===== config.mk =====
export PLATFORM = sky130hd
export DESIGN_NAME = lisl_cell
export DESIGN_NICKNAME = d
export VERILOG_FILES = /design/src/hdl/prefix_lis_length_engine_unit_assert.svh /design/src/hdl/lisl_pkg.sv /design/src/hdl/lisl_cell.sv
export SDC_FILE = /design/constraint.sdc
export NUM_CORES = 1
export LEC_CHECK = 0
export ABC_CLOCK_PERIOD_IN_PS = 5300
export BUFFER_PORTS_ARGS = -buffer_cell sky130_fd_sc_hd__buf_2
export CORE_AREA = 2 2 81 83
export DETAILED_ROUTE_END_ITERATION = 16
export DIE_AREA = 0 0 83 85
export GPL_ROUTABILITY_DRIVEN = 0
export GPL_TIMING_DRIVEN = 0
export PLACE_DENSITY = 0.49
export SLEW_MARGIN = 20
export SYNTH_ARGS = -nofsm -noshare
export SYNTH_HDL_FRONTEND = slang
export SYNTH_SLANG_ARGS = --single-unit

===== constraint.sdc =====
create_clock -name clk -period 5.3 [get_ports clk]
set_input_delay 0 -clock clk [delete_from_list [all_inputs] [get_ports clk]]
set_output_delay 0 -clock clk [all_outputs]
set_load 0.01 [all_outputs]

===== src/hdl/prefix_lis_length_engine_unit_assert.svh =====
// assertion macros for the prefix lis length engine
// used by the top level; no dependencies
`ifndef PREFIX_LIS_LENGTH_ENGINE_UNIT_ASSERT_SVH
`define PREFIX_LIS_LENGTH_ENGINE_UNIT_ASSERT_SVH
`ifndef NO_ASSERTIONS
`define LISL_ASSERT_IMPLIES(label, clk, rst_n, ante, cons) \
    label: assert property (@(posedge clk) disable iff (!rst_n) (ante) |-> (cons)) \
        else $error("lisl assertion failed");
`define LISL_ASSERT_NEXT(label, clk, rst_n, ante, cons) \
    label: assert property (@(posedge clk) disable iff (!rst_n) (ante) |=> (cons)) \
        else $error("lisl assertion failed");
`else
`define LISL_ASSERT_IMPLIES(label, clk, rst_n, ante, cons)
`define LISL_ASSERT_NEXT(label, clk, rst_n, ante, cons)
`endif
`endif


===== src/hdl/lisl_pkg.sv =====
// shared types and constants for the prefix lis length engine
// no dependencies
`timescale 1ns / 1ps

package lisl_pkg;

    localparam int LISL_MAX_LEN = 1024;
    localparam int VALUE_W      = 32;
    localparam int LEN_W        = 11;

    typedef logic signed [VALUE_W-1:0] lisl_value_t;

    // broadcast from the top level to every cell
    typedef struct packed {
        logic        accept;
        lisl_value_t value;
    } lisl_bcast_t;

endpackage


===== src/hdl/lisl_cell.sv =====
// one tail cell: holds one tail and compares it with the broadcast value
// depends on lisl_pkg
`timescale 1ns / 1ps

module lisl_cell
    import lisl_pkg::*;
#(
    parameter int CW  = 11,
    parameter int IDX = 0
)
(
    input  logic          clk,
    input  lisl_bcast_t   bcast,
    input  logic [CW-1:0] eff_count,
    input  logic          left_lt,
    output logic          lt,
    output logic          write,
    output logic          fresh
);

    lisl_value_t tail_reg;
    lisl_value_t tail_next;
    logic        occ;

    assign occ   = (eff_count > CW'(IDX));
    // tails are sorted, so lt is a run of ones then zeros along the row
    assign lt    = occ && (tail_reg < bcast.value);
    assign write = !lt && left_lt;
    assign fresh = write && !occ;

    always_comb
    begin
        tail_next = tail_reg;
        if (bcast.accept && write)
        begin
            tail_next = bcast.value;
        end
    end

    always_ff @(posedge clk)
    begin
        tail_reg <= tail_next;
    end

endmodule


==> results of run 1 <==
[placed cells by master, fill, tap and decap left out]
cell / instances
buf_2: 48
inv_1: 32
dlygate4sd3_1: 32
edfxtp_1: 32
ha_1: 31
a21oi_1: 14
nand2_1: 9
nand4_1: 6
clkbuf_8: 5
o21ai_0: 4
nor4_1: 4
nand3_1: 2
nor2_1: 2
buf_4: 2
buf_6: 2
a221oi_1: 1
o21a_1: 1
nor3_1: 1
a2bb2oi_1: 1
a211oi_1: 1
or2b_2: 1
a211o_1: 1
a31oi_1: 1
a21o_1: 1
o311a_1: 1
o41ai_2: 1
nand4b_1: 1
or2_1: 1
nor3b_1: 1
and2_1: 1
nor3_2: 1
clkinv_2: 1
clkbuf_1: 1
[through the flow]
step           hold WS (ns)  area (um^2)  total power [mW]  utilization
4_1_cts              0.1541         2579            0.5884       0.4156
5_1_grt              0.1771         2579            0.6126       0.4156
3_5_place_dp         0.1924         2181            0.3895       0.3515
3_3_place_gp         0.1919         2138            0.3857       0.3446
6_report             0.1734         2579            0.5760       0.4156
2_1_floorplan       0.09887         1802            0.3505            -
[path summary, 6_finish.rpt]
kind	startpoint	to	cells after the start
min	left_lt	tail_reg[20]	3
max reg2reg	tail_reg[7]	tail_reg[15]	8
max	bcast[7]	tail_reg[15]	11
min reg2reg	tail_reg[31]	tail_reg[20]	4
[cell families (layout without fill, tap and decap cells)]
family | count (synthesis) | in the layout
flip-flops | 32 | 32
AND/OR/NAND/NOR | 30 | 30
adder cells (fa/ha/maj) | 31 | 31
buffers and inverters | 32 | 123
AO/OA/AOI/OAI | 27 | 27
[worst register-to-register path, cell delays in order, from the launching register on]
cell and delay (ns):
edfxtp_1 0.37, ha_1 0.32, nand4_1 0.10, o311a_1 0.38
o41ai_2 0.35, a21oi_1 0.19, nor3_2 0.51, buf_6 0.21
buf_4 0.19
[layout make-up]
class,instances,share of cell area
sequential,32,0.3726
multi-input combinational,88,0.2814
timing repair buffer,84,0.2319
inverter,32,0.04658
tap,77,0.03736
clock buffer,6,0.02814
clock inverter,1,0.001941
[layer usage]
metal / part of all wire / vias up / wire (um)
met2: 0.48 / 34 / 1837
met5: 0 / - / 0
li1: - / 735 / -
met1: 0.48 / 603 / 1831
met4: 0.0023 / 0 / 9
met3: 0.045 / 2 / 173
[power breakdown]
part	switching, mW	internal (mW)	leakage (nW)
clock network	0.0855	0.0892	0.0410
logic	0.0491	0.0563	0.867
registers	0.00317	0.293	0.295
==> results.json, run 1 <==
{
  "hold_path_class": "in -> reg",
  "synthFlopType": "edfxtp_1",
  "antenna-diode-count": 0,
  "crit_path_max_fanout": 9,
  "synth_top_family_by_area": "adder cells",
  "area_delta_synth_final_pct": 43.12,
  "dpl.cell_count": 281,
  "drive_above_1_share": 0.2510,
  "netlist_area_um2": 1802,
  "synth_edf_count": 32,
  "grt_start_max_net_pins": 10,
  "clkTransAtPathRegs_ns": 0.06,
  "cts_tree": "yes",
  "final_antenna_net_count": 0,
  "cts_buffers": 5,
  "p_per_area_nw_per_um2": 223.4,
  "vias": 1374,
  "synth_compound_area_frac": 0.09514,
  "totalNegativeSetupSlack_ns": 0,
  "worstSetupPathType": "in -> reg",
  "hold_buffers": 32,
  "yosysTopAreaCellShare": 0.5333,
  "rsz0062_at_grt": "no",
  "nNetsFinal": 320,
  "root_buffer": "clkbuf_8",
  "grt_use_met3": 0.03405,
  "path_delay_family": "buffers and inverters",
  "wl_per_cell_um": 12.04,
  "htree_levels": 2,
  "gr-usage-met2": 0.1833,
  "fp.dieW_um": 83,
  "cp.required_ns": 5.28,
  "syn-num-nets": 229,
  "fill_cells": 614,
  "yosys.area_share.simple": 0.08958,
  "first_iter_violations": 31,
  "final_max_slew_viol_count": 0,
  "num_io_pins": 49,
  "fin_ws_ns": 2.363,
  "met1_usage": 0.1426,
  "antenna_found_initial": 0,
  "ys_types": 25,
  "start_util": 0.2904,
  "maxClockFrequency_ghz": 0.3405,
  "setup_viol": 0,
  "die_h_um": 85,
  "totalWireLength_um": 3852,
  "maxSlewHeadroom": 0.6270,
  "cts-resized-gates": 0,
  "num_rows": 29,
  "multi_input_area_um2": 725.7,
  "leakage_nw": 1.203,
  "synth-seq-area-share": 0.5333,
  "status": "complete, no violations",
  "synthAdderAreaFrac": 0.2153,
  "core_area_um2": 6205,
  "skew_ns": 0.005822,
  "endpoint_kind": "register",
  "tightest_slew_ns": 0.5565,
  "grt_busiest_layer": "met2",
  "yosysWarnings": 0,
  "grt_pass1_wl_um": 6168,
  "post-dp-hpwl_um": 2822,
  "finalNonFillerCells": 320,
  "clock_sinks": 32,
  "worstPathBufferInverterCount": 5,
  "synth_area_per_cell_um2": 11.85,
  "yosysTopAreaCell": "edfxtp_1",
  "vias_per_cell": 4.294,
  "synth_seq_cells": 32,
  "irDropWorstVdd_uv": 106.7,
  "synthCells": 152,
  "arrival_ns": 2.92,
  "cp_cell_sequence": "dlygate4sd3_1 -> buf_2 -> inv_1 -> ha_1 -> nand4_1 -> o311a_1 -> o41ai_2 -> a21oi_1 -> nor3_2 -> buf_6 -> buf_4",
  "cts_setup_buffers": 0,
  "min_period_ns": 2.937,
  "synthArstFlopShare": 0,
  "cp_slowest_stage_delay_ns": 0.53,
  "synth_mux_area_frac": 0,
  "buffer_ports.inserted": 48,
  "grt.overflow.total": 0,
  "cts_buffer_depth": 2,
  "dieArea_um2": 7055,
  "seqCellArea_um2": 960.9,
  "synth_area_leaders": "edfxtp_1 (53%), ha_1 (22%), inv_1 (6.7%), a21oi_1 (3.9%), nand4_1 (2.1%)",
  "hold_violations": 0,
  "gr-usage-all-layers": 0.1113,
  "synth_common_cells": "edfxtp_1 (32), inv_1 (32), ha_1 (31), a21oi_1 (14), nand2_1 (9)",
  "crit_slowest_cell": "dlygate4sd3_1",
  "grt_pass1_vias": 1398,
  "fin_crit_sh": 0.5541,
  "largest_reg_flops": 32,
  "drc": 0,
  "cp-start-kind": "input port",
  "firstDrtPassIters": 4,
  "clk_latency_ns": 0.28,
  "post-place-ws_ns": 2.353,
  "drv_cap": 0,
  "reg2reg_slack_ns": 2.39,
  "synthXorXnorAreaFrac": 0
}
(Power assumes the default switching activity.)
==> run 2, diff against run 1 <==
--- a/config.mk
+++ b/config.mk
@@ -5,7 +5,7 @@
 export SDC_FILE = /design/constraint.sdc
 export NUM_CORES = 1
 export LEC_CHECK = 0
-export ABC_CLOCK_PERIOD_IN_PS = 5300
+export ABC_CLOCK_PERIOD_IN_PS = 2850
 export BUFFER_PORTS_ARGS = -buffer_cell sky130_fd_sc_hd__buf_2
 export CORE_AREA = 2 2 81 83
 export DETAILED_ROUTE_END_ITERATION = 16
==> constraint.sdc (replaced) <==
create_clock -name clk -period 2.85 [get_ports clk]
set_input_delay 0 -clock clk [delete_from_list [all_inputs] [get_ports clk]]
set_output_delay 0 -clock clk [all_outputs]
set_load 0.01 [all_outputs]
==> run 2 against run 1 <==
Setup slack worse by 2.0 ns. Clock power rose by 86%. Non-clock buffer count is 2 higher. Largest cell class unchanged.
==> results.json, run 2 (synthesis results as in run 1) <==
{
  "firstDrtPassIters": 4,
  "worstSetupPathType": "in -> reg",
  "gr-usage-all-layers": 0.1118,
  "buffer_ports.inserted": 48,
  "first_iter_violations": 11,
  "final_max_slew_viol_count": 0,
  "setup_viol": 0,
  "tightest_slew_ns": 0.5791,
  "drive_above_1_share": 0.2531,
  "hold_path_class": "in -> reg",
  "post-dp-hpwl_um": 2715,
  "drc": 0,
  "dieArea_um2": 7055,
  "maxClockFrequency_ghz": 0.4026,
  "skew_ns": 0.006526,
  "leakage_nw": 1.217,
  "gr-usage-met2": 0.1833,
  "arrival_ns": 2.48,
  "root_buffer": "clkbuf_8",
  "nNetsFinal": 322,
  "final_antenna_net_count": 0,
  "met1_usage": 0.1445,
  "htree_levels": 2,
  "grt_pass1_vias": 1417,
  "cp.required_ns": 2.84,
  "final_cell_mix": "buf_2 (48), inv_1 (32), dlygate4sd3_1 (32), edfxtp_1 (32), ha_1 (31)",
  "grt_busiest_layer": "met2",
  "irDropWorstVdd_uv": 186.6,
  "vias_per_cell": 4.422,
  "num_rows": 29,
  "cts_buffers": 5,
  "hold_violations": 0,
  "cts_tree": "yes",
  "fp.dieW_um": 83,
  "final_common_cell": "buf_2",
  "cts_buffer_depth": 2,
  "fin_crit_sh": 0.8716,
  "num_io_pins": 49,
  "grt_use_met3": 0.03016,
  "vias": 1424,
  "rsz0062_at_grt": "no",
  "area_delta_synth_final_pct": 45.35,
  "p_per_area_nw_per_um2": 411.8,
  "maxSlewHeadroom": 0.6116,
  "endpoint_kind": "register",
  "crit_path_max_fanout": 11,
  "antenna-diode-count": 0,
  "p_total_mw": 1.078,
  "grt.overflow.total": 0,
  "drv_cap": 0,
  "cp-start-kind": "input port",
  "clk_latency_ns": 0.28,
  "fill_cells": 602,
  "die_h_um": 85,
  "antenna_found_initial": 0,
  "start_util": 0.2904,
  "grt_start_max_net_pins": 16,
  "totalWireLength_um": 3630,
  "wl_per_cell_um": 11.27,
  "timing.hold.ws_ns": 0.2844,
  "clkTransAtPathRegs_ns": 0.07,
  "clock_sinks": 32,
  "min_period_ns": 2.484,
  "core_area_um2": 6205,
  "largest_reg_flops": 32,
  "grt_pass1_wl_um": 6237,
  "status": "complete, no violations"
}
## run 2: layout make-up
| class | instances | area (um^2) | area share |
|---|---|---|---|
| Inverter | 32 | 120.1 | 0.04587 |
| Timing Repair Buffer | 86 | 633.1 | 0.2418 |
| Multi-Input combinational cell | 88 | 732.0 | 0.2795 |
| Sequential cell | 32 | 960.9 | 0.3669 |
| Clock inverter | 2 | 7.507 | 0.002867 |
| Tap cell | 77 | 96.34 | 0.03679 |
| Clock buffer | 5 | 68.82 | 0.02628 |
## run 2: timing repair
| item | in CTS | in global routing |
|---|---|---|
| hold buffers | 32 | 0 |
| endpoints found under the hold margin | 32 | 0 |
| setup endpoints to repair | 0 | 26 |
| setup buffers | 0 | 4 |
| resized for setup | 0 | 0 |
## run 2: per-stage QoR
step | cell area (um^2) | setup WS, ns | cells | TNS [ns] | util
after global routing | 2619 | 0.2148 | 322 | 0 | 0.4221
after CTS | 2589 | 0.03797 | 318 | 0 | 0.4172
after floorplan | 1813 | 0.07823 | 152 | 0 | -
after global placement | 2150 | -0.6079 | 277 | -19.42 | 0.3464
after detailed placement | 2192 | 0.04833 | 279 | 0 | 0.3533
final | 2619 | 0.3660 | 322 | 0 | 0.4221
## run 2: worst max-delay path, stage by stage
cell and delay, ns:
dlygate4sd3_1 0.53, buf_2 0.12, inv_1 0.04, ha_1 0.30, nand4_1 0.10, o311a_1 0.38
o41ai_2 0.33, a21oi_1 0.20, nor3_4 0.16, buf_4 0.16, buf_8 0.15
## run 2: report_power, final
group,switching [mW],internal (mW)
logic,0.0923,0.111
registers,0.00532,0.544
clock network,0.164,0.161
## run 2: final timing paths
kind,startpoint,end,slack [ns],cells past startpoint
setup / recovery,bcast[7],tail_reg[7],0.37,11
hold / removal,bcast[32],tail_reg[21],0.28,4
setup reg to reg,tail_reg[7],tail_reg[7],0.39,8
hold reg to reg,tail_reg[31],tail_reg[21],1.10,6
## run 2: routing by layer
layer / share of wire / wire length (um) / vias up
li1: - / - / 739
met1: 0.48 / 1731 / 642
met2: 0.46 / 1686 / 36
met3: 0.044 / 160 / 7
met4: 0.014 / 52 / 0
met5: 0 / 0 / -
